### src/rtl/spwm_pkg.sv
// Shared types and constants for the SPWM duty generator with a Taylor sine.
// No dependencies; every other file refers to this package by scoped names.
package spwm_pkg;

  // Default values of the tunable fixed-point formats.
  localparam int PHASE_BITS_DEF     = 24;
  localparam int SINE_FRAC_BITS_DEF = 16;

  // Field and register widths.
  localparam int TIME_W     = 32;
  localparam int FREQ_W     = 18;
  localparam int AMP_W      = 15;
  localparam int DUTY_W     = 14;
  localparam int AMPK_W     = 29;
  localparam int CFG_IDX_W  = 8;
  localparam int CFG_DATA_W = 18;

  // The frequency-time product carries 28 fractional bits of a turn.
  localparam int PROD_FRAC = 28;

  // Two pi in units of 2^-29.
  localparam int          TWO_PI_W   = 32;
  localparam logic [31:0] TWO_PI_Q29 = 32'd3373259426;

  localparam logic [DUTY_W-1:0] FULL_SCALE = 14'd10000;

  // Register reset values.
  localparam logic [FREQ_W-1:0] FREQ_RESET = 18'd12800;
  localparam logic [AMPK_W-1:0] AMPK_RESET = 29'd131070000;

  // Configuration register indexes.
  localparam logic [CFG_IDX_W-1:0] CFG_IDX_FREQ = 8'd0;
  localparam logic [CFG_IDX_W-1:0] CFG_IDX_AMP  = 8'd1;

  // Register contents as seen by the datapath. The amplitude is held
  // already multiplied by the full-scale count.
  typedef struct packed {
    logic [FREQ_W-1:0] freq;
    logic [AMPK_W-1:0] amp_k;
  } cfg_t;

endpackage

### src/rtl/spwm_cfg_regs.sv
// Configuration registers of the SPWM duty generator.
// Depends on spwm_pkg for widths, register indexes and reset values.
module spwm_cfg_regs (
  input  logic                            clk,
  input  logic                            rst_n,
  input  logic                            cfg_valid,
  output logic                            cfg_ready,
  input  logic [spwm_pkg::CFG_IDX_W-1:0]  cfg_index,
  input  logic [spwm_pkg::CFG_DATA_W-1:0] cfg_data,
  output spwm_pkg::cfg_t                  cfg
);

  spwm_pkg::cfg_t cfg_r;
  spwm_pkg::cfg_t cfg_nxt;

  assign cfg_ready = 1'b1;
  assign cfg        = cfg_r;

  always_comb begin
    cfg_nxt = cfg_r;
    if (cfg_valid) begin
      unique case (cfg_index)
        spwm_pkg::CFG_IDX_FREQ: cfg_nxt.freq = cfg_data[spwm_pkg::FREQ_W-1:0];
        spwm_pkg::CFG_IDX_AMP: begin
          cfg_nxt.amp_k = spwm_pkg::AMPK_W'(cfg_data[spwm_pkg::AMP_W-1:0])
                        * spwm_pkg::AMPK_W'(spwm_pkg::FULL_SCALE);
        end
        default: cfg_nxt = cfg_r;
      endcase
    end
  end

  always_ff @(posedge clk) begin
    if (!rst_n) begin
      cfg_r.freq  <= spwm_pkg::FREQ_RESET;
      cfg_r.amp_k <= spwm_pkg::AMPK_RESET;
    end else begin
      cfg_r <= cfg_nxt;
    end
  end

endmodule

### config.mk
export PLATFORM = sky130hd
export DESIGN_NAME = spwm_cfg_regs
export DESIGN_NICKNAME = d
export VERILOG_FILES = /design/src/rtl/spwm_pkg.sv /design/src/rtl/spwm_cfg_regs.sv
export SDC_FILE = /design/constraint.sdc
export NUM_CORES = 1
export LEC_CHECK = 0
export ABC_AREA = 1
export BUFFER_PORTS_ARGS = -buffer_cell sky130_fd_sc_hd__buf_2
export CAP_MARGIN = 40
export CORE_ASPECT_RATIO = 1.4
export CORE_MARGIN = 5
export CORE_UTILIZATION = 57
export DETAILED_ROUTE_END_ITERATION = 6
export GPL_ROUTABILITY_DRIVEN = 1
export GPL_TIMING_DRIVEN = 1
export PLACE_DENSITY = 0.82
export RECOVER_POWER = 50
export SLEW_MARGIN = 10
export SYNTH_ARGS = -nofsm -noshare
export SYNTH_HDL_FRONTEND = slang
export SYNTH_SLANG_ARGS = --single-unit
export TNS_END_PERCENT = 5
### constraint.sdc
create_clock -name clk -period 5.6 [get_ports clk]
set_input_delay 0.84 -clock clk [delete_from_list [all_inputs] [get_ports clk]]
set_output_delay 0.84 -clock clk [all_outputs]
set_load 0.02 [all_outputs]
==> results.json <==
{
  "status": "finished clean",
  "reg2reg_from": "cfg[12]",
  "regArea_um2": 861,
  "ys_warn_count": 0,
  "yosys.area_share.simple": 0.226,
  "core_area_um2": 7270,
  "cts_resized": 0,
  "numCtsBuffers": 5,
  "pre_cts_ws_ns": 0.871,
  "synth_top_family_by_area": "adder cells",
  "root_buffer": "clkbuf_8",
  "die_area_um2": 9160,
  "setup_viol": 0,
  "yosys.area_share.adder": 0.354,
  "reg2regPathDepth": 2,
  "synth_area_um2": 4170,
  "cpMaxStageDelayCell": "fa_1",
  "finalCritPeriodShare": 0.790,
  "cp.required_ns": 5.80,
  "power_leakage_nw": 2.36,
  "reg2reg_slack_ns": 4.90,
  "cts_setup_buffers": 0,
  "hold_slack_ns": 0.463,
  "synth-compound-area-share": 0.0891,
  "gr-total-overflow": 0,
  "gp_congestion": 0.938,
  "drive_gt1_frac": 0.0801,
  "rr_endpoint": "cfg[12]",
  "worstHoldEndpoint": "cfg[29]",
  "max_slew_margin": 0.535,
  "final-max-slew-violation-count": 0,
  "max-clock-path-buffers": 2,
  "multiInputGateArea_um2": 2870,
  "hold_depth": 2,
  "drc": 0,
  "num_vias": 3674,
  "cts_tree": "yes",
  "routed_via_density": 5.18,
  "track_usage": 0.229,
  "first_iter_violations": 125,
  "end_kind": "flip-flop",
  "ios": 77,
  "setup_tns_ns": 0,
  "rsz0062_at_grt": "false",
  "dpl.hpwl_um": 8370,
  "drv_cap": 0,
  "clkTransAtPathRegs_ns": 0.08,
  "skew_ns": 0,
  "max_stage_delay_ns": 0.56,
  "final_cell_mix": "nand2_1 (118), inv_1 (90), ha_1 (67)",
  "syn2layout_area_growth_pct": 10.1,
  "power.density_nw_per_um2": 364,
  "yosysUniqueCellTypes": 33,
  "p_total_mw": 1.67,
  "cp-start-kind": "input pin",
  "ant_nets": 0,
  "ys_seq_area_frac": 0.206,
  "io_buffers": 71,
  "nNetsFinal": 739,
  "cts.sinks": 43,
  "peakVddDrop_uv": 207,
  "cp_common_cell": "inv_1",
  "syn_area_per_cell_um2": 7.63,
  "routed_wl_um": 9800,
  "row_count": 37,
  "hold_viol_final": 0,
  "criticalPathCategory": "input pin to flip-flop",
  "nFillCells": 685,
  "grt_max_degree": 30,
  "worst_slew_pin_slew_ns": 0.696,
  "path_cells": "buf_2 -> inv_1 -> fa_1 -> inv_1 -> ha_1 -> fa_1 -> ha_1 -> inv_1 -> fa_1 -> inv_1 -> ha_1 -> nand2_1 -> nand2_1 -> a21oi_1 -> nand3_2 -> or2_2 -> nand3_1 -> nand2_1",
  "die_y_um": 111,
  "clock_latency_ns": 0.30,
  "min_from": "cfg[29]",
  "fin_crit_ns": 4.42,
  "synth-xor-area-share": 0.0126,
  "antenna_cells": 0,
  "min_path_type": "flip-flop to flip-flop",
  "cp.arrival_ns": 4.63,
  "holdBufCountCts": 0,
  "fmax_mhz": 226,
  "syn_inst": 547,
  "firstDrtPassIters": 4,
  "worst-path-max-fanout": 4,
  "post_synth_mux_area_share": 0,
  "grt_pass1_vias": 3718,
  "initial_core_util": 0.574,
  "setup_slack_ns": 1.18,
  "antenna_found_initial": 0,
  "wl_per_cell_um": 13.8,
  "largest_reg_flops": 43,
  "synth-seq-cells": 43,
  "htreeDepth": 2,
  "finish.utilization": 0.632,
  "layout_commonest_cell": "nand2_1",
  "grt_pass1_wl_um": 16400,
  "die_w_um": 82.3
}
## layout make-up
| type | instances | share of cell area |
|---|---|---|
| multi-input combinational | 397 | 0.624 |
| sequential | 43 | 0.187 |
| inverter | 92 | 0.0752 |
| timing repair buffer | 72 | 0.0689 |
| tap | 97 | 0.0264 |
| clock buffer | 6 | 0.0158 |
| clock inverter | 2 | 0.00272 |
## report_power, final
group / leakage [nW] / total [mW] / internal (mW) / switching (mW)
registers: 0.347 / 0.306 / 0.306 / 0.000308
logic: 1.98 / 1.17 / 0.425 / 0.744
clock network: 0.0412 / 0.198 / 0.0873 / 0.111
## per-stage QoR
| step | std cells | area [um^2] |
|---|---|---|
| after floorplan | 550 | 4180 |
| after global placement | 700 | 4550 |
| after detailed placement | 701 | 4560 |
| after CTS | 709 | 4650 |
| after global routing | 709 | 4590 |
| final | 709 | 4590 |
## worst max-delay path by stage
stage,startpoint,to,slack [ns]
floorplan,cfg_data[6],cfg[19],1.32
global placement,cfg_data[5],cfg[18],0.94
detailed placement,cfg_data[6],cfg[19],0.87
CTS,cfg_data[6],cfg[19],1.20
global route,cfg_data[6],cfg[27],0.94
finish,cfg_data[6],cfg[19],1.18
## cell families after synthesis
kind of cell	Yosys count
fa+ha+maj	99
compound gates	69
buf+inv	110
simple gates	218
xor+xnor	6
other cells	2
flops	43
## metal layers
metal,GRT usage,share of wire,up-vias
met2,0.427,0.54,94
met5,0,0,-
li1,-,-,1859
met1,0.247,0.38,1699
met4,0.0953,0.035,0
met3,0.0276,0.043,22
## worst max-delay path, delay by kind of cell
kind / cells / cell delay, ns
and+or+nand+nor: 6 / 0.74
AOI/OAI and AO/OA: 1 / 0.18
adders and majority gates: 6 / 2.45
buffers and inverters: 5 / 0.43
## synthesized netlist by cell type (all sizes together)
cell,instances,area (um^2)
ha,67,838
xor2,1,8.76
o211ai,4,40.0
or2,2,12.5
o21ai,16,80.1
o21bai,1,7.51
nand2,118,443
nand3b,4,30.0
inv,91,342
fa,32,641
nand3,43,230
a21oi,48,244
conb,2,7.51
nor3,1,10.0
nor2,44,180
nand4,5,31.3
dfxtp,43,861
buf,15,101
clkbuf,3,11.3
xnor2,5,43.8
clkinv,1,3.75
and2,1,6.26
Note: power is estimated with default switching activity, not from simulation.
