### config.mk
export PLATFORM = sky130hd
export DESIGN_NAME = spwm_scale
export DESIGN_NICKNAME = d
export VERILOG_FILES = /design/src/rtl/spwm_pkg.sv /design/src/rtl/spwm_scale.sv
export SDC_FILE = /design/constraint.sdc
export NUM_CORES = 1
export LEC_CHECK = 0
export BUFFER_PORTS_ARGS = -buffer_cell sky130_fd_sc_hd__buf_2
export CAP_MARGIN = 20
export CELL_PAD_IN_SITES_DETAIL_PLACEMENT = 0
export CELL_PAD_IN_SITES_GLOBAL_PLACEMENT = 1
export CORE_MARGIN = 1
export CORE_UTILIZATION = 45
export DETAILED_ROUTE_END_ITERATION = 8
export PLACE_DENSITY_LB_ADDON = 0.1
export SLEW_MARGIN = 20
export SYNTH_ARGS = -nofsm -noshare
export SYNTH_HDL_FRONTEND = slang
export SYNTH_SLANG_ARGS = --single-unit
### constraint.sdc
create_clock -name clk -period 15.45 [get_ports clk]
set_input_delay 3.09 -clock clk [delete_from_list [all_inputs] [get_ports clk]]
set_output_delay 3.09 -clock clk [all_outputs]
set_load 0.1 [all_outputs]
### src/rtl/spwm_pkg.sv
// Shared types and constants for the SPWM duty generator with a Taylor sine.
// No dependencies; every other file refers to this package by scoped names.
package spwm_pkg;

  // Default values of the tunable fixed-point formats.
  localparam int PHASE_BITS_DEF     = 24;
  localparam int SINE_FRAC_BITS_DEF = 16;

  // Field and register widths.
  localparam int TIME_W     = 32;
  localparam int FREQ_W     = 18;
  localparam int AMP_W      = 15;
  localparam int DUTY_W     = 14;
  localparam int AMPK_W     = 29;
  localparam int CFG_IDX_W  = 8;
  localparam int CFG_DATA_W = 18;

  // The frequency-time product carries 28 fractional bits of a turn.
  localparam int PROD_FRAC = 28;

  // Two pi in units of 2^-29.
  localparam int          TWO_PI_W   = 32;
  localparam logic [31:0] TWO_PI_Q29 = 32'd3373259426;

  localparam logic [DUTY_W-1:0] FULL_SCALE = 14'd10000;

  // Register reset values.
  localparam logic [FREQ_W-1:0] FREQ_RESET = 18'd12800;
  localparam logic [AMPK_W-1:0] AMPK_RESET = 29'd131070000;

  // Configuration register indexes.
  localparam logic [CFG_IDX_W-1:0] CFG_IDX_FREQ = 8'd0;
  localparam logic [CFG_IDX_W-1:0] CFG_IDX_AMP  = 8'd1;

  // Register contents as seen by the datapath. The amplitude is held
  // already multiplied by the full-scale count.
  typedef struct packed {
    logic [FREQ_W-1:0] freq;
    logic [AMPK_W-1:0] amp_k;
  } cfg_t;

endpackage

### src/rtl/spwm_scale.sv
// Output scaling: offset the sine to 0..2, apply amplitude times full scale,
// round half up and clamp. Three register stages. Depends on spwm_pkg.
module spwm_scale #(
  parameter int SINE_FRAC_BITS = spwm_pkg::SINE_FRAC_BITS_DEF
) (
  input  logic                          clk,
  input  logic                          rst_n,
  input  logic                          p_valid,
  input  logic [SINE_FRAC_BITS:0]       p,
  input  logic                          p_neg,
  input  logic [spwm_pkg::AMPK_W-1:0]   amp_k,
  output logic                          out_valid,
  output logic [spwm_pkg::DUTY_W-1:0]   out_duty_value
);

  localparam int SF    = SINE_FRAC_BITS;
  localparam int DW    = spwm_pkg::DUTY_W;
  localparam int N_W   = SF + 2;
  localparam int NUM_W = N_W + spwm_pkg::AMPK_W;

  localparam logic [N_W-1:0]   ONE   = {2'b01, {SF{1'b0}}};
  localparam logic [NUM_W-1:0] LIMIT = NUM_W'(spwm_pkg::FULL_SCALE) << (SF + 15);
  localparam logic [NUM_W:0]   RND   = {{NUM_W{1'b0}}, 1'b1} << (SF + 14);

  logic [2:0]       valid_r;
  logic [N_W-1:0]   n_r;
  logic [1:0]       zero_r;
  logic [NUM_W-1:0] num_r;
  logic [NUM_W:0]   num_sum;
  logic [DW-1:0]    duty_nxt;
  logic [DW-1:0]    duty_r;

  assign num_sum = {1'b0, num_r} + RND;

  always_comb begin
    if (zero_r[1]) begin
      duty_nxt = '0;
    end else if (num_r > LIMIT) begin
      duty_nxt = spwm_pkg::FULL_SCALE;
    end else begin
      duty_nxt = num_sum[SF+15 +: DW];
    end
  end

  always_ff @(posedge clk) begin
    if (!rst_n) begin
      valid_r <= '0;
    end else begin
      valid_r <= {valid_r[1:0], p_valid};
    end
  end

  always_ff @(posedge clk) begin
    // A negative half with the polynomial just above one is pinned to zero.
    zero_r[0] <= p_neg && ({1'b0, p} > ONE);
    n_r       <= p_neg ? (ONE - N_W'(p)) : (ONE + N_W'(p));
    zero_r[1] <= zero_r[0];
    num_r     <= NUM_W'(n_r) * NUM_W'(amp_k);
    duty_r    <= duty_nxt;
  end

  assign out_valid      = valid_r[2];
  assign out_duty_value = duty_r;

endmodule

==> summary.md <==
| Metric | Value |
|---|---|
| Status | finished clean |
| Final Util | 47.9% |
| Die area | 43,400 um2 |
| Fin crit period | 9.00 ns |
| Avg WL per Cell | 19.2 um |
| Worst-margin pin slew | 0.840 ns |
| Sequential element share of the synthesized area | 8.78% |
| Final Hold Viols | 0 |
| Post-cts resize count | 0 |
| Largest net degree at the start of global routing | 30 |
| Worst path max stage delay | 0.64 ns |
| Area grow syn2layout | 4.96% |
| Fillers | 4,177 |
| Gpl congestion | 0.870 |
| Critical Setup Path Class | in -> reg |
| Max-cap violations | 0 |
| Clock root buffer | clkbuf_16 |
| Clock sinks | 84 |
| Most frequent CP cell | fa_1 |
| EDFF count, synth | 0 |
| Clk_skew | 0.00689 ns |
| Bufs and invs on worst path | 4 |
| Setup repair bufs after CTS | 0 |
| CP required | 15.69 ns |
| Core Region | 41,900 um2 |
| Drt drc | 0 |
| DRT Wirelength | 51,600 um |
| Initial Util | 45.7% |
| Headroom to the max-slew limit | 44.0% |
| Synth warn | 0 |
| Post-DP HPWL | 40,400 um |
| CTS buffer count | 9 |
| Post-DRT Antenna Nets | 0 |
| Die Wd | 208 um |
| CP max FO | 18 |
| Clock-pin slew on the worst setup and hold paths | 0.06 ns |
| Most used DFF post-synth | dfxtp_1 |
| Finish-stage setup viols | 0 |
| Initial DRC count | 563 |
| Total gr overflow | 0 |
| Row count | 75 |
| Fin. max-slew vios | 0 |
| Initial antenna violation count | 0 |
| Worst EP arrival | 9.24 ns |
| DR pass1 iterations | 5 |
| Total negative slack | 0 ns |
| Share of cells above drive strength 1 | 5.77% |
| NumNets Final | 2,751 |
| CTS HTree Levels | 3 |
| CTS Hold Bufs | 0 |
| Syn avg cell area | 8.82 um2 |
| Crit. End Element | flop |
| Vias in the first global route | 15,677 |
| Clock tree buffer depth | 2 |
| F_max | 111 MHz |
| Vias per cell | 5.15 |
| IO Port Bufs | 64 |
| Distinct cells, synth | 61 |
| Gate Count Post-Synth | 2,173 |
| Hold Path Class | reg -> reg |
| CP max-delay cell | nor4b_1 |
| All-Layer GR Usage | 26.0% |
| Vias | 13,846 |
| Top Family by Delay on Critical Path | adder cells |
| Mapped Area | 19,200 um2 |
| N_diodes | 0 |
| Clk Latency, worst-skew pair | 0.36 ns |
| Synth Register Bits | 84 |
| Ys async rst share | 0% |
| Syn nets | 2,779 |
| TritonCTS clock tree | done |
| Die H | 208 um |
| Tcrit/Tclk final | 58.3% |
| Ports | 65 |
| Cell-by-cell trace of the critical path | buf_2, nand2_1, fa_1, fa_1, fa_1, fa_1, inv_1, fa_1, inv_1, fa_1, inv_1, ha_1, o21ai_0, nor2_1, nor4b_1, o31ai_1, nand2_1, a31oi_1, a31oi_1, o21ai_1, xor2_1 |
| RSZ-0062 raised after global routing | false |
| Critical Path Source Type | input port |
| First-pass GRT wire length | 86,400 um |
[registers in the layout, indices dropped and copies added (netlist names)]
name            count
valid_r             3
n_r                18
zero_r              2
num_r              47
out_duty_value     14
[cells in the final DEF, fill, tap and decap left out, types with 3 or more instances in the layout]
master	Yosys	layout
a211oi_1	4	4
a21o_1	20	20
a21oi_1	40	40
a31oi_1	7	7
and2_1	203	203
and3_1	7	7
buf_2	5	64
buf_4	0	16
clkbuf_16	0	9
dfxtp_1	84	82
fa_1	432	432
ha_1	124	124
inv_1	515	515
inv_6	0	4
nand2_1	361	361
nand2b_1	5	5
nand3_1	19	19
nand4_1	9	9
nor2_1	30	30
nor2_2	9	9
nor2b_1	6	6
nor3_1	11	11
nor4_1	7	7
o21a_1	3	3
o21ai_0	23	23
o21ai_1	10	10
o21bai_1	3	3
o31ai_1	10	10
o41ai_1	4	4
xnor2_1	44	44
xor2_1	24	24
[path summary, 6_finish.rpt]
| path | startpoint | endpoint | slack (ns) | cells past startpoint |
|---|---|---|---|---|
| setup / recovery | amp_k[10] | num_r[31]$_DFF_P_ | 6.45 | 21 |
| hold / removal | zero_r[0]$_DFF_P_ | zero_r[1]$_DFF_P_ | 0.33 | 0 |
| setup reg to reg | n_r[15]$_DFF_P_ | num_r[44]$_DFF_P_ | 8.79 | 20 |
| hold reg to reg | zero_r[0]$_DFF_P_ | zero_r[1]$_DFF_P_ | 0.33 | 0 |
[layer usage]
layer / vias up / part of all wire (%) / track usage (%)
met2: 265 / 53 / 47.6
met1: 7207 / 41 / 30.9
met3: 94 / 2.9 / 2.70
li1: 6280 / - / -
met4: 0 / 4.0 / 10.7
met5: - / 0 / 0
[stage by stage]
step                      cell area [um2]  setup WS [ns]  hold WS [ns]  instances
after floorplan                     19200           6.63         0.310       2173
after global placement              19800           6.03         0.311       2673
after detailed placement            19800           6.04         0.312       2673
after CTS                           20100           6.42         0.327       2689
after global routing                20100           6.11         0.332       2689
final                               20100           6.45         0.326       2689
[synthesized netlist by cell type, types with 4 or more instances]
| cell type | number | area share, % |
|---|---|---|
| inv_1 | 515 | 10 |
| and2_1 | 203 | 6.6 |
| a21oi_1 | 40 | 1.0 |
| nor3_1 | 11 | 0.29 |
| nand2b_1 | 5 | 0.16 |
| and3_1 | 7 | 0.23 |
| clkbuf_1 | 111 | 2.2 |
| a31oi_1 | 7 | 0.23 |
| nor2_2 | 9 | 0.29 |
| xor2_1 | 24 | 1.1 |
| buf_2 | 5 | 0.13 |
| nor4_1 | 7 | 0.23 |
| o31ai_1 | 10 | 0.39 |
| xnor2_1 | 44 | 2.0 |
| fa_1 | 432 | 45 |
| nor2b_1 | 6 | 0.20 |
| o41ai_1 | 4 | 0.18 |
| dfxtp_1 | 84 | 8.8 |
| o21ai_0 | 23 | 0.60 |
| nand2_1 | 361 | 7.1 |
| ha_1 | 124 | 8.1 |
| nand3_1 | 19 | 0.50 |
| a211oi_1 | 4 | 0.16 |
| nor2_1 | 30 | 0.59 |
| nand4_1 | 9 | 0.29 |
| o21ai_1 | 10 | 0.26 |
| a21o_1 | 20 | 0.78 |
[cell families (layout without fill, tap and decap cells)]
family / count (synthesis) / in the layout / share of synthesized area (%)
and+or+nand+nor: 678 / 678 / 17.0
buffers and inverters: 635 / 612 / 12.5
adders and majority gates: 556 / 556 / 53.2
AOI/OAI and AO/OA: 152 / 152 / 5.34
DFF: 84 / 84 / 8.78
xor gates and xnor gates: 68 / 68 / 3.11
[cell type report]
type,instances,area [um2],share of cell area (%)
clock buffers,10,239,1.19
clock inverters,6,53.8,0.268
inverters,516,1940,9.63
multi-input cells,1454,15100,75.0
flip-flops and latches,84,1680,8.37
well taps,539,674,3.35
repair buffers,80,440,2.19
Power is not shown: default switching activity piles up to over one toggle a cycle in this logic, so the estimate is an artifact.
