$ cat src/rtl/spwm_pkg.sv
// Shared types and constants for the SPWM duty generator with a Taylor sine.
// No dependencies; every other file refers to this package by scoped names.
package spwm_pkg;

  // Default values of the tunable fixed-point formats.
  localparam int PHASE_BITS_DEF     = 24;
  localparam int SINE_FRAC_BITS_DEF = 16;

  // Field and register widths.
  localparam int TIME_W     = 32;
  localparam int FREQ_W     = 18;
  localparam int AMP_W      = 15;
  localparam int DUTY_W     = 14;
  localparam int AMPK_W     = 29;
  localparam int CFG_IDX_W  = 8;
  localparam int CFG_DATA_W = 18;

  // The frequency-time product carries 28 fractional bits of a turn.
  localparam int PROD_FRAC = 28;

  // Two pi in units of 2^-29.
  localparam int          TWO_PI_W   = 32;
  localparam logic [31:0] TWO_PI_Q29 = 32'd3373259426;

  localparam logic [DUTY_W-1:0] FULL_SCALE = 14'd10000;

  // Register reset values.
  localparam logic [FREQ_W-1:0] FREQ_RESET = 18'd12800;
  localparam logic [AMPK_W-1:0] AMPK_RESET = 29'd131070000;

  // Configuration register indexes.
  localparam logic [CFG_IDX_W-1:0] CFG_IDX_FREQ = 8'd0;
  localparam logic [CFG_IDX_W-1:0] CFG_IDX_AMP  = 8'd1;

  // Register contents as seen by the datapath. The amplitude is held
  // already multiplied by the full-scale count.
  typedef struct packed {
    logic [FREQ_W-1:0] freq;
    logic [AMPK_W-1:0] amp_k;
  } cfg_t;

endpackage

$ cat src/rtl/spwm_taylor.sv
// Fifth-order Taylor sine x - x^3/6 + x^5/120 in unsigned fixed point.
// Nine register stages; divisions use reciprocal multiplies. Depends on spwm_pkg.
module spwm_taylor #(
  parameter int SINE_FRAC_BITS = spwm_pkg::SINE_FRAC_BITS_DEF
) (
  input  logic                    clk,
  input  logic                    rst_n,
  input  logic                    x_valid,
  input  logic [SINE_FRAC_BITS:0] x,
  input  logic                    x_neg,
  output logic                    p_valid,
  output logic [SINE_FRAC_BITS:0] p,
  output logic                    p_neg
);

  localparam int SF    = SINE_FRAC_BITS;
  localparam int X_W   = SF + 1;
  localparam int XX_W  = 2 * SF + 2;
  localparam int X2_W  = SF + 2;
  localparam int X2X_W = X2_W + X_W;
  localparam int X3_W  = SF + 2;
  localparam int X5P_W = X3_W + X2_W;
  localparam int X5_W  = SF + 4;

  // Division by 6 is a halving and then an exact reciprocal multiply by 1/3.
  localparam int D3_W = X3_W - 1;
  localparam int K3   = D3_W + 2;
  localparam int M3_W = D3_W + 1;
  localparam int Q3_W = D3_W + M3_W;
  localparam int T3_W = Q3_W - K3;
  localparam logic [M3_W-1:0] M3 = M3_W'(((64'd1 << K3) + 64'd2) / 64'd3);

  // Division by 120 is a shift by three and then an exact multiply by 1/15.
  localparam int D5_W = X5_W - 3;
  localparam int K5   = D5_W + 4;
  localparam int M5_W = D5_W + 1;
  localparam int Q5_W = D5_W + M5_W;
  localparam int T5_W = Q5_W - K5;
  localparam logic [M5_W-1:0] M5 = M5_W'(((64'd1 << K5) + 64'd14) / 64'd15);

  localparam logic [XX_W:0]  XX_RND  = {{XX_W{1'b0}}, 1'b1} << (SF-1);
  localparam logic [X2X_W:0] X2X_RND = {{X2X_W{1'b0}}, 1'b1} << (SF-1);
  localparam logic [X5P_W:0] X5P_RND = {{X5P_W{1'b0}}, 1'b1} << (SF-1);

  logic [8:0] valid_r;
  logic [8:0] neg_r;
  logic [X_W-1:0] x_d_r [7];

  logic [XX_W-1:0]  xx_r;
  logic [XX_W:0]    xx_sum;
  logic [X2_W-1:0]  x2_r;
  logic [X2_W-1:0]  x2_d_r;
  logic [X2_W-1:0]  x2_d2_r;
  logic [X2X_W-1:0] x2x_r;
  logic [X2X_W:0]   x2x_sum;
  logic [X3_W-1:0]  x3_r;
  logic [X5P_W-1:0] x5p_r;
  logic [X5P_W:0]   x5p_sum;
  logic [X3_W-1:0]  v3_r;
  logic [X5_W-1:0]  x5_r;
  logic [Q3_W-1:0]  q3p_r;
  logic [T3_W-1:0]  t3_r;
  logic [X5_W-1:0]  v5_r;
  logic [Q5_W-1:0]  q5p_r;
  logic [X_W-1:0]   a_r;
  logic [X_W-1:0]   p_r;

  assign xx_sum  = {1'b0, xx_r} + XX_RND;
  assign x2x_sum = {1'b0, x2x_r} + X2X_RND;
  assign x5p_sum = {1'b0, x5p_r} + X5P_RND;

  always_ff @(posedge clk) begin
    if (!rst_n) begin
      valid_r <= '0;
    end else begin
      valid_r <= {valid_r[7:0], x_valid};
    end
  end

  always_ff @(posedge clk) begin
    neg_r    <= {neg_r[7:0], x_neg};
    x_d_r[0] <= x;
    for (int i = 1; i < 7; i++) begin
      x_d_r[i] <= x_d_r[i-1];
    end
    xx_r    <= XX_W'(x) * XX_W'(x);
    x2_r    <= xx_sum[SF +: X2_W];
    x2x_r   <= X2X_W'(x2_r) * X2X_W'(x_d_r[1]);
    x2_d_r  <= x2_r;
    x2_d2_r <= x2_d_r;
    x3_r    <= x2x_sum[SF +: X3_W];
    x5p_r   <= X5P_W'(x3_r) * X5P_W'(x2_d2_r);
    v3_r    <= x3_r + X3_W'(3);
    x5_r    <= x5p_sum[SF +: X5_W];
    q3p_r   <= Q3_W'(v3_r[X3_W-1:1]) * Q3_W'(M3);
    t3_r    <= q3p_r[K3 +: T3_W];
    v5_r    <= x5_r + X5_W'(60);
    q5p_r   <= Q5_W'(v5_r[X5_W-1:3]) * Q5_W'(M5);
    a_r     <= x_d_r[6] - X_W'(t3_r);
    p_r     <= a_r + X_W'(q5p_r[K5 +: T5_W]);
  end

  assign p_valid = valid_r[8];
  assign p       = p_r;
  assign p_neg   = neg_r[8];

endmodule

$ cat config.mk
export PLATFORM = sky130hd
export DESIGN_NAME = spwm_taylor
export DESIGN_NICKNAME = d
export VERILOG_FILES = /design/src/rtl/spwm_pkg.sv /design/src/rtl/spwm_taylor.sv
export SDC_FILE = /design/constraint.sdc
export NUM_CORES = 2
export LEC_CHECK = 0
export BUFFER_PORTS_ARGS = -buffer_cell sky130_fd_sc_hd__buf_4
export CORE_MARGIN = 2
export CORE_UTILIZATION = 30
export CTS_BUF_LIST = sky130_fd_sc_hd__clkbuf_16
export DETAILED_ROUTE_END_ITERATION = 8
export PLACE_DENSITY = 0.43
export SLEW_MARGIN = 20
export SYNTH_ARGS = -nofsm -noshare
export SYNTH_HDL_FRONTEND = slang
export SYNTH_SLANG_ARGS = --single-unit
export TNS_END_PERCENT = 5
$ cat constraint.sdc
create_clock -name clk -period 7.4 [get_ports clk]
set_input_delay 1.48 -clock clk [delete_from_list [all_inputs] [get_ports clk]]
set_output_delay 1.48 -clock clk [all_outputs]
set_load 0.01 [all_outputs]
==> flow_summary.toml <==
[outcome]
status = "complete, no violations"

[setup_path]
path_class = "flop to flop"
crit_required_ns = 7.97
rr_worst_depth = 23
rr_endpoint = "x5p_r[35]$_DFF_P_"
r2r_start = "x3_r[4]$_DFF_P_"
cp_max_fo = 7
r2r_slack_ns = 0.63
cp-start-kind = "flop"
endpoint_kind = "flop"
cp.arrival_ns = 7.34

[route]
first_iter_violations = 872
wl_um = 103200
route.detailed.drc = 0
avgViaCountPerCell = 4.265
firstDrtPassIters = 5
vias = 28310
ant_nets = 0
routedWlPerCell_um = 15.55

[yosys]
syn_nets = 5981
synth_area_mm2 = 0.04487
ys_types = 63
synthArstFlopShare = 0
ys_ff_latch = 400
synth_flop_cell = "dfxtp_1"
yosysWarnings = 0
ys_seq_area_frac = 0.1785
synth_area_per_cell_um2 = 9.814
synth_edf_count = 0
synth_top_area_frac = 0.3565
yosysTopAreaCell = "fa_1"
syn-instance-count = 4572
synth_area_leaders = "fa_1 (36%), dfxtp_1 (18%), ha_1 (16%), inv_1 (9.0%), and2_1 (4.8%)"

[min_path]
min_path_cells = 0
worstHoldStart = "x_d_r[3][1]$_DFF_P_"
hp-class = "flop to flop"
hold_end = "x_d_r[4][1]$_DFF_P_"

[global_route]
grt_pass1_vias = 31630
grt_overflow = 0
grt_antenna_before_repair = 1
grt_max_degree = 21
grt_usage = 0.1412
grt_pass1_wl_um = 171300

[floorplanning]
core-area_mm2 = 0.1482
die_h_um = 390.7
start_util = 0.3028
die_x_um = 390.7
row_count = 141
ios = 40
dieArea_mm2 = 0.1527

[place]
gp_congestion = 0.7932
dp_slack_ns = 0.04985
port_buffers = 39
dp_hpwl_um = 87830

[finish]
drive_above_1_share = 0.05523
area_delta_synth_final_pct = 10.81
nFillCells = 15280
seqCellArea_mm2 = 0.008010
num_antenna_cells = 0
final_nets = 6077
multi_input_area_mm2 = 0.03237

[sta]
rsz0062_at_grt = "false"
fmax_ghz = 0.1476
slew_violations = 0
slew_headroom = 0.3940
tightestPinTransition_ns = 0.8972
period_needed_ns = 6.775
fin_ws_ns = 0.6254
hold_viol = 0
finalSetupTns_ns = 0
period_share = 0.9155
finalSetupViolCount = 0
worst_hold_slack_ns = 0.2893
clock_skew_ns = 0.03911

[clocking]
root_buffer = "clkbuf_16"
cts_buffers = 49
path_clk_slew_ns = 0.06
clock_latency_ns = 0.65
htree_levels = 2
hold_buffers = 0
cts_tree = "yes"
clkSinkCount = 400
clock_path_buffers = 3

[job]
max_cap_violations = 0
per-layer routing:
metal | track usage | vias to the layer above | share of wire
li1 | - | 13910 | -
met1 | 0.1854 | 14070 | 0.47
met2 | 0.2501 | 245 | 0.49
met3 | 0.01738 | 94 | 0.023
met4 | 0.02520 | 0 | 0.016
met5 | 0 | - | 0
cells in the mapped netlist (4+ instances only):
cell type	n
clkbuf_1	113
and2_1	344
nand2_1	498
fa_1	799
nor2b_1	21
ha_1	589
o21ai_0	51
nor3_1	15
xor2_1	64
buf_1	4
and3_1	31
or2_2	9
o21bai_1	10
and4_1	5
a31oi_1	9
o211ai_1	5
a211o_1	4
inv_1	1080
xnor2_1	144
nand4_1	28
a21boi_0	6
nand3_1	42
o21a_1	9
nand2b_1	10
a21oi_1	83
a211oi_1	8
nor2_1	89
a21o_1	49
dfxtp_1	400
through the flow:
stage,cell area [um2],util,cells
6_report,49720,0.3355,6638
5_1_grt,49720,0.3355,6638
4_1_cts,49710,0.3355,6638
3_3_place_gp,48060,0.3243,6547
3_5_place_dp,48060,0.3243,6547
2_1_floorplan,44870,-,4572
worst max-delay path, stage by stage, from the launching register on:
cell	delay, ns
dfxtp_1	0.80
and2_1	0.24
fa_1	0.17
inv_1	0.05
fa_1	0.44
fa_1	0.55
inv_1	0.06
fa_1	0.51
fa_1	0.52
inv_1	0.05
fa_1	0.54
inv_1	0.06
ha_1	0.30
a2111oi_1	0.36
o21ai_0	0.14
nand2_1	0.23
a21boi_1	0.19
a31oi_1	0.23
buf_4	0.15
o21ai_1	0.11
a311oi_2	0.33
o21ai_1	0.21
o41ai_2	0.26
xnor2_1	0.16
worst max path at each step:
stage	from	cells past startpoint	slack, ns	endpoint
final	x3_r[4]$_DFF_P_	23	0.63	x5p_r[35]$_DFF_P_
after global routing	x3_r[5]$_DFF_P_	23	0.09	x5p_r[35]$_DFF_P_
after detailed placement	x[10]	23	0.05	xx_r[33]$_DFF_P_
after floorplan	x[3]	24	0.25	xx_r[31]$_DFF_P_
after global placement	x[3]	24	0.07	xx_r[31]$_DFF_P_
after CTS	x2_d2_r[4]$_DFF_P_	22	0.35	x5p_r[35]$_DFF_P_
registers in the layout (all words and copies together), names as in the netlist, 18 cells and up:
| signal | cells |
|---|---|
| x2_d_r | 18 |
| x3_r | 18 |
| x5_r | 18 |
| x2x_r | 19 |
| xx_r | 20 |
| x5p_r | 21 |
| x2_r | 18 |
| x2_d2_r | 18 |
| x_d_r | 118 |
repair_timing:
action                                  in CTS  in global routing
gates resized for setup                      0                  3
buffers inserted                             0                  0
endpoints found under the setup margin       0                  2
cell type report:
| cell class | instances | area share |
|---|---|---|
| Sequential cell | 400 | 0.1611 |
| Tap cell | 1930 | 0.04857 |
| Inverter | 1080 | 0.08154 |
| Multi-Input combinational cell | 2975 | 0.6511 |
| Clock inverter | 42 | 0.008582 |
| Timing Repair Buffer | 162 | 0.02446 |
| Clock buffer | 49 | 0.02466 |
cell usage in the layout, fill, tap and decap left out, types with 9 or more instances in the layout:
master     count
fa_1         799
nand4_1       28
clkbuf_16     49
or2_2          9
o21bai_1      10
o21ai_0       51
xnor2_1      144
xor2_1        64
nor2_1        89
ha_1         589
a21o_1        49
nand3_1       42
o21a_1         9
nand2_1      498
dfxtp_1      398
a31oi_1        9
and2_1       344
clkinv_2       9
inv_1       1086
nor3_1        15
a21oi_1       83
and3_1        31
buf_4        162
nand2b_1      10
nor2b_1       21
logic make-up (layout without fill, tap and decap cells):
family | count (synthesis) | count (layout) | share of synthesized area
AND/OR/NAND/NOR | 1105 | 1105 | 0.1202
multiplexers | 1 | 1 | 0.0002510
buffers and inverters | 1197 | 1333 | 0.1001
XOR/XNOR | 208 | 208 | 0.04060
AO/OA/AOI/OAI | 273 | 273 | 0.03957
flip-flops | 400 | 400 | 0.1785
adder cells (fa/ha/maj) | 1388 | 1388 | 0.5207
Power is left out: the tool's default activity adds up to more than one toggle a clock period on the data nets, which glitch-free logic cannot reach.
