[src/rtl/spwm_pkg.sv]
// Shared types and constants for the SPWM duty generator with a Taylor sine.
// No dependencies; every other file refers to this package by scoped names.
package spwm_pkg;

  // Default values of the tunable fixed-point formats.
  localparam int PHASE_BITS_DEF     = 24;
  localparam int SINE_FRAC_BITS_DEF = 16;

  // Field and register widths.
  localparam int TIME_W     = 32;
  localparam int FREQ_W     = 18;
  localparam int AMP_W      = 15;
  localparam int DUTY_W     = 14;
  localparam int AMPK_W     = 29;
  localparam int CFG_IDX_W  = 8;
  localparam int CFG_DATA_W = 18;

  // The frequency-time product carries 28 fractional bits of a turn.
  localparam int PROD_FRAC = 28;

  // Two pi in units of 2^-29.
  localparam int          TWO_PI_W   = 32;
  localparam logic [31:0] TWO_PI_Q29 = 32'd3373259426;

  localparam logic [DUTY_W-1:0] FULL_SCALE = 14'd10000;

  // Register reset values.
  localparam logic [FREQ_W-1:0] FREQ_RESET = 18'd12800;
  localparam logic [AMPK_W-1:0] AMPK_RESET = 29'd131070000;

  // Configuration register indexes.
  localparam logic [CFG_IDX_W-1:0] CFG_IDX_FREQ = 8'd0;
  localparam logic [CFG_IDX_W-1:0] CFG_IDX_AMP  = 8'd1;

  // Register contents as seen by the datapath. The amplitude is held
  // already multiplied by the full-scale count.
  typedef struct packed {
    logic [FREQ_W-1:0] freq;
    logic [AMPK_W-1:0] amp_k;
  } cfg_t;

endpackage

[src/rtl/spwm_phase.sv]
// Phase front end: frequency times time, quadrant fold, and scaling to radians.
// Four register stages. Depends on spwm_pkg.
module spwm_phase #(
  parameter int PHASE_BITS     = spwm_pkg::PHASE_BITS_DEF,
  parameter int SINE_FRAC_BITS = spwm_pkg::SINE_FRAC_BITS_DEF
) (
  input  logic                          clk,
  input  logic                          rst_n,
  input  logic                          in_valid,
  input  logic [spwm_pkg::TIME_W-1:0]   sample_time,
  input  logic [spwm_pkg::FREQ_W-1:0]   freq,
  output logic                          x_valid,
  output logic [SINE_FRAC_BITS:0]       x,
  output logic                          x_neg
);

  localparam int PF     = spwm_pkg::PROD_FRAC;
  localparam int PROD_W = PF + spwm_pkg::FREQ_W;
  localparam int H_W    = PHASE_BITS - 1;
  localparam int XP_W   = H_W + spwm_pkg::TWO_PI_W;
  localparam int SH     = PHASE_BITS + 29 - SINE_FRAC_BITS;
  localparam int X_W    = SINE_FRAC_BITS + 1;

  localparam logic [PHASE_BITS-1:0] HALF    = {1'b1, {(PHASE_BITS-1){1'b0}}};
  localparam logic [H_W-1:0]        QUARTER = {1'b1, {(PHASE_BITS-2){1'b0}}};
  localparam logic [XP_W:0]         XP_RND  = {{XP_W{1'b0}}, 1'b1} << (SH-1);

  logic [3:0] valid_r;

  logic [PROD_W-1:0]     prod;
  logic [PF-1:0]         frac_r;
  logic [PHASE_BITS-1:0] phase;
  logic [H_W-1:0]        h_low;
  logic [H_W-1:0]        h_nxt;
  logic [H_W-1:0]        h_r;
  logic [XP_W-1:0]       xp_r;
  logic [XP_W:0]         xp_sum;
  logic [X_W-1:0]        x_r;
  logic [2:0]            neg_r;

  // Only the fractional turns matter, so only the low time bits enter.
  assign prod = PROD_W'(freq) * PROD_W'(sample_time[PF-1:0]);

  generate
    if (PHASE_BITS <= PF) begin : g_trunc
      assign phase = frac_r[PF-1 -: PHASE_BITS];
    end else begin : g_pad
      assign phase = {frac_r, {(PHASE_BITS-PF){1'b0}}};
    end
  endgenerate

  // Mirror the second quarter of each half back onto the first.
  assign h_low = phase[PHASE_BITS-2:0];
  assign h_nxt = (h_low > QUARTER) ? H_W'(HALF - {1'b0, h_low}) : h_low;

  assign xp_sum = {1'b0, xp_r} + XP_RND;

  always_ff @(posedge clk) begin
    if (!rst_n) begin
      valid_r <= '0;
    end else begin
      valid_r <= {valid_r[2:0], in_valid};
    end
  end

  always_ff @(posedge clk) begin
    frac_r   <= prod[PF-1:0];
    h_r      <= h_nxt;
    neg_r[0] <= phase[PHASE_BITS-1];
    xp_r     <= XP_W'(h_r) * XP_W'(spwm_pkg::TWO_PI_Q29);
    neg_r[1] <= neg_r[0];
    x_r      <= xp_sum[SH +: X_W];
    neg_r[2] <= neg_r[1];
  end

  assign x_valid = valid_r[3];
  assign x       = x_r;
  assign x_neg   = neg_r[2];

endmodule

[config.mk]
export PLATFORM = sky130hd
export DESIGN_NAME = spwm_phase
export DESIGN_NICKNAME = d
export VERILOG_FILES = /design/src/rtl/spwm_pkg.sv /design/src/rtl/spwm_phase.sv
export SDC_FILE = /design/constraint.sdc
export NUM_CORES = 2
export LEC_CHECK = 0
export BUFFER_PORTS_ARGS = -buffer_cell sky130_fd_sc_hd__buf_2
export CORE_ASPECT_RATIO = 1.5
export CORE_UTILIZATION = 65
export CTS_CLUSTER_SIZE = 14
export DETAILED_ROUTE_END_ITERATION = 10
export HOLD_SLACK_MARGIN = 0.1
export PLACE_DENSITY = 0.9
export SYNTH_ARGS = -nofsm -noshare
export SYNTH_HDL_FRONTEND = slang
export SYNTH_SLANG_ARGS = --single-unit
[constraint.sdc]
create_clock -name clk -period 9.45 [get_ports clk]
set_clock_uncertainty 0.05 [all_clocks]
set_input_delay 0.4725 -clock clk [delete_from_list [all_inputs] [get_ports clk]]
set_output_delay 0.4725 -clock clk [all_outputs]
set_load 0.02 [all_outputs]
==> impl_metrics.prom <==
# TYPE chip_impl_metric gauge
chip_impl_metric{name="dp.final_hpwl",unit="um"} 47100
chip_impl_info{name="ys_top_cells_by_area",value="sky130_fd_sc_hd__fa_1 43%, sky130_fd_sc_hd__ha_1 18%, sky130_fd_sc_hd__inv_1 10%, sky130_fd_sc_hd__dfxtp_1 7.7%, sky130_fd_sc_hd__nand2_1 4.5%"} 1
chip_impl_info{name="ys_top_cells_by_count",value="628 x sky130_fd_sc_hd__inv_1, 499 x sky130_fd_sc_hd__fa_1, 328 x sky130_fd_sc_hd__ha_1"} 1
chip_impl_metric{name="critPathArrivalTime",unit="ps"} 7620
chip_impl_info{name="synth_area_leader_cell",value="sky130_fd_sc_hd__fa_1"} 1
chip_impl_metric{name="tritoncts.num_buffers",unit=""} 9
chip_impl_metric{name="cts.repair.resized",unit=""} 0
chip_impl_metric{name="via_count",unit=""} 16800
chip_impl_metric{name="grt_pass1_wl",unit="um"} 92100
chip_impl_metric{name="final_layout_size_suffix_gt1_share",unit="%"} 3.86
chip_impl_metric{name="core_area",unit="sq um"} 35000
chip_impl_info{name="critPathCaptureType",value="flip-flop"} 1
chip_impl_metric{name="asyncSetResetFlopFracSynth",unit="%"} 0
chip_impl_info{name="ys.flop_type",value="sky130_fd_sc_hd__dfxtp_1"} 1
chip_impl_metric{name="detail-route-antenna-nets",unit=""} 0
chip_impl_metric{name="global_route.usage.total",unit="%"} 33.5
chip_impl_metric{name="cts_setup_buffers",unit=""} 0
chip_impl_info{name="timing.critical_path.from_type",value="flip-flop"} 1
chip_impl_info{name="synthMostInstantiatedCell",value="sky130_fd_sc_hd__inv_1"} 1
chip_impl_metric{name="finalSetupViolCount",unit=""} 0
chip_impl_metric{name="finalWirelength",unit="um"} 56600
chip_impl_metric{name="drcViolationCount",unit=""} 0
chip_impl_metric{name="synth_top_area_share",unit="%"} 43.3
chip_impl_metric{name="insertedDiodeCount",unit=""} 0
chip_impl_info{name="main_combinational_cell_family_by_area_after_synthesis",value="adder cells"} 1
chip_impl_metric{name="tns",unit="ps"} 0
chip_impl_metric{name="clk_pin_slew_worst_paths",unit="ps"} 80
chip_impl_metric{name="fin_crit_sh",unit="%"} 78.1
chip_impl_info{name="result_of_the_run",value="finished clean"} 1
chip_impl_metric{name="postSynthCellCount",unit=""} 2413
chip_impl_metric{name="ys_seq_elements",unit=""} 89
chip_impl_metric{name="post_synth_xor_area_fraction",unit="%"} 4.44
chip_impl_metric{name="synth_cell_types",unit=""} 58
chip_impl_metric{name="final-max-slew-violation-count",unit=""} 0
chip_impl_metric{name="clockBufferDepth",unit=""} 2
chip_impl_metric{name="detail_route.wl_per_cell",unit="um"} 19.5
chip_impl_info{name="grt_setup_unrepaired",value="no"} 1
chip_impl_metric{name="htree_num_levels",unit=""} 3
chip_impl_metric{name="cap_viol_max_count",unit=""} 0
chip_impl_metric{name="clk-insertion-delay-late",unit="ps"} 370
chip_impl_metric{name="critical_path.max_fanout",unit=""} 8
chip_impl_metric{name="final.min_clock_period",unit="ps"} 7380
chip_impl_metric{name="synth-edff-count",unit=""} 0
chip_impl_metric{name="areaGrowthSynthToFinish",unit="%"} 4.24
chip_impl_metric{name="cts.hold.buffers_added",unit=""} 0
chip_impl_metric{name="synth_area_per_cell",unit="sq um"} 9.57
chip_impl_metric{name="gp_congestion",unit=""} 1.01
chip_impl_metric{name="grt_max_degree",unit=""} 28
chip_impl_metric{name="num-fill-cells",unit=""} 2432
chip_impl_metric{name="globalRoute.totalOverflow",unit=""} 0
chip_impl_metric{name="hold_violations",unit=""} 0
chip_impl_metric{name="rows",unit=""} 84
chip_impl_info{name="critical_path_class",value="flip-flop to flip-flop"} 1
chip_impl_metric{name="synth_compound_gate_area_share",unit="%"} 4.85
chip_impl_metric{name="yosys-mux-area-fraction",unit="%"} 0.0434
chip_impl_metric{name="die-height",unit="um"} 233
chip_impl_metric{name="place_area",unit="sq um"} 23800
chip_impl_metric{name="io_buffers",unit=""} 67
chip_impl_metric{name="die_w",unit="um"} 156
chip_impl_metric{name="detailedRoute.firstIterationViolations",unit=""} 776
chip_impl_metric{name="final_net_count",unit=""} 3309
chip_impl_metric{name="max-slew-margin-rel",unit="%"} 44.6
chip_impl_metric{name="mappedNetlistArea",unit="sq um"} 23100
chip_impl_metric{name="final_area",unit="sq um"} 24100
chip_impl_metric{name="clock.fmax",unit="GHz"} 0.135
chip_impl_metric{name="ios",unit=""} 72
chip_impl_metric{name="area_enclosed_by_the_die_boundary",unit="sq um"} 36300
chip_impl_metric{name="worst_pin_slew",unit="ps"} 831
chip_impl_metric{name="fin_hold_ws",unit="ps"} 249
chip_impl_metric{name="synth-simple-area-share",unit="%"} 10.6
chip_impl_info{name="cts_tree",value="built"} 1
chip_impl_metric{name="number_of_sinks_driven_by_the_clock_tree",unit=""} 89
chip_impl_metric{name="required",unit="ps"} 9690
chip_impl_metric{name="synth-adder-area-share",unit="%"} 61.0
chip_impl_metric{name="synth_sequential_area_ratio",unit="%"} 7.72
chip_impl_metric{name="initial_antenna_violation_count",unit=""} 0
chip_impl_info{name="clock-root-buffer",value="sky130_fd_sc_hd__clkbuf_16"} 1
chip_impl_metric{name="synth-warning-count",unit=""} 0
chip_impl_metric{name="initial_utilization",unit="%"} 66.0
chip_impl_metric{name="grt_pass1_vias",unit=""} 19100
chip_impl_info{name="hold_path_class",value="primary input to flip-flop"} 1
chip_impl_metric{name="syn-num-nets",unit=""} 3293
chip_impl_metric{name="drt_first_pass_iters",unit=""} 7
chip_impl_metric{name="via_per_instance_ratio",unit=""} 5.77
[layer usage]
| layer | share of wire [%] | track usage, % | up-vias | wire [um] |
|---|---|---|---|---|
| met5 | 0 | 0 | - | 0 |
| met4 | 8.2 | 25.6 | 0 | 4640 |
| met3 | 6.0 | 4.00 | 297 | 3410 |
| met2 | 54 | 63.3 | 799 | 30800 |
| met1 | 31 | 32.9 | 8394 | 17800 |
| li1 | - | - | 7274 | - |
[state kept, by name (all words and copies together), names as in the netlist]
name and count:
xp_r 18, h_r 23, valid_r 4, frac_r 24
neg_r 3, x 17
[kinds of logic (layout without fill, tap and decap cells)]
group / after synthesis / count (layout)
simple gates: 519 / 519
fa+ha+maj: 827 / 827
buf+inv: 691 / 712
flops: 89 / 89
mux: 1 / 1
compound gates: 169 / 169
xor+xnor: 117 / 117
[critical path: stages, from the launching register on]
cell,delay (ps)
sky130_fd_sc_hd__dfxtp_1,740
sky130_fd_sc_hd__inv_1,220
sky130_fd_sc_hd__fa_1,760
sky130_fd_sc_hd__inv_1,160
sky130_fd_sc_hd__a21o_1,230
sky130_fd_sc_hd__fa_1,520
sky130_fd_sc_hd__fa_1,440
sky130_fd_sc_hd__fa_1,500
sky130_fd_sc_hd__inv_1,70
sky130_fd_sc_hd__fa_1,470
sky130_fd_sc_hd__fa_1,500
sky130_fd_sc_hd__inv_1,40
sky130_fd_sc_hd__ha_1,330
sky130_fd_sc_hd__a21o_1,200
sky130_fd_sc_hd__a21o_1,170
sky130_fd_sc_hd__a21oi_1,220
sky130_fd_sc_hd__nand4_1,200
sky130_fd_sc_hd__a211oi_1,660
sky130_fd_sc_hd__o31ai_1,330
sky130_fd_sc_hd__a21boi_0,330
sky130_fd_sc_hd__xnor2_1,160
[path summary, 6_finish.rpt]
check / slack (ps) / endpoint / start / cells after the start
max: 2070 / xp_r[45] / h_r[18] / 20
min: 250 / valid_r[0] / in_valid / 2
max reg2reg: 2070 / xp_r[45] / h_r[18] / 20
min reg2reg: 280 / neg_r[0] / frac_r[27] / 0
[stage by stage]
stage | worst slack (ps) | cells | util, %
2_1_floorplan | 3140 | 2413 | -
3_3_place_gp | 2270 | 2891 | 67.9
3_5_place_dp | 2150 | 2891 | 67.9
4_1_cts | 2120 | 2907 | 68.8
5_1_grt | 1810 | 2907 | 68.8
6_report | 2070 | 2907 | 68.8
[final cells by class]
class / instances / area (sq um) / area share, %
clock buffers: 9 / 225 / 0.936
clock inverters: 7 / 70.1 / 0.291
inverters: 628 / 2360 / 9.79
multi-input cells: 1633 / 18700 / 77.7
flip-flops and latches: 89 / 1780 / 7.40
well taps: 473 / 592 / 2.46
repair buffers: 68 / 343 / 1.42
[cell usage in the layout (no fill, tap or decap), types with 8 or more instances in the layout]
cell type,netlist,final
sky130_fd_sc_hd__nand2_1,279,279
sky130_fd_sc_hd__dfxtp_1,89,89
sky130_fd_sc_hd__o21ai_0,24,24
sky130_fd_sc_hd__nor2_1,37,37
sky130_fd_sc_hd__clkbuf_16,0,9
sky130_fd_sc_hd__xnor2_1,89,89
sky130_fd_sc_hd__xor2_1,28,28
sky130_fd_sc_hd__and3_1,13,13
sky130_fd_sc_hd__nand4_1,13,13
sky130_fd_sc_hd__buf_2,0,67
sky130_fd_sc_hd__inv_1,628,628
sky130_fd_sc_hd__a21oi_1,55,55
sky130_fd_sc_hd__a21o_1,23,23
sky130_fd_sc_hd__fa_1,499,499
sky130_fd_sc_hd__o21a_1,10,10
sky130_fd_sc_hd__ha_1,328,328
sky130_fd_sc_hd__and2_1,114,114
sky130_fd_sc_hd__or3_1,8,8
sky130_fd_sc_hd__nand3_1,21,21
Power is left out: the tool's default activity adds up to more than one toggle a clock period on the data nets, which glitch-free logic cannot reach.
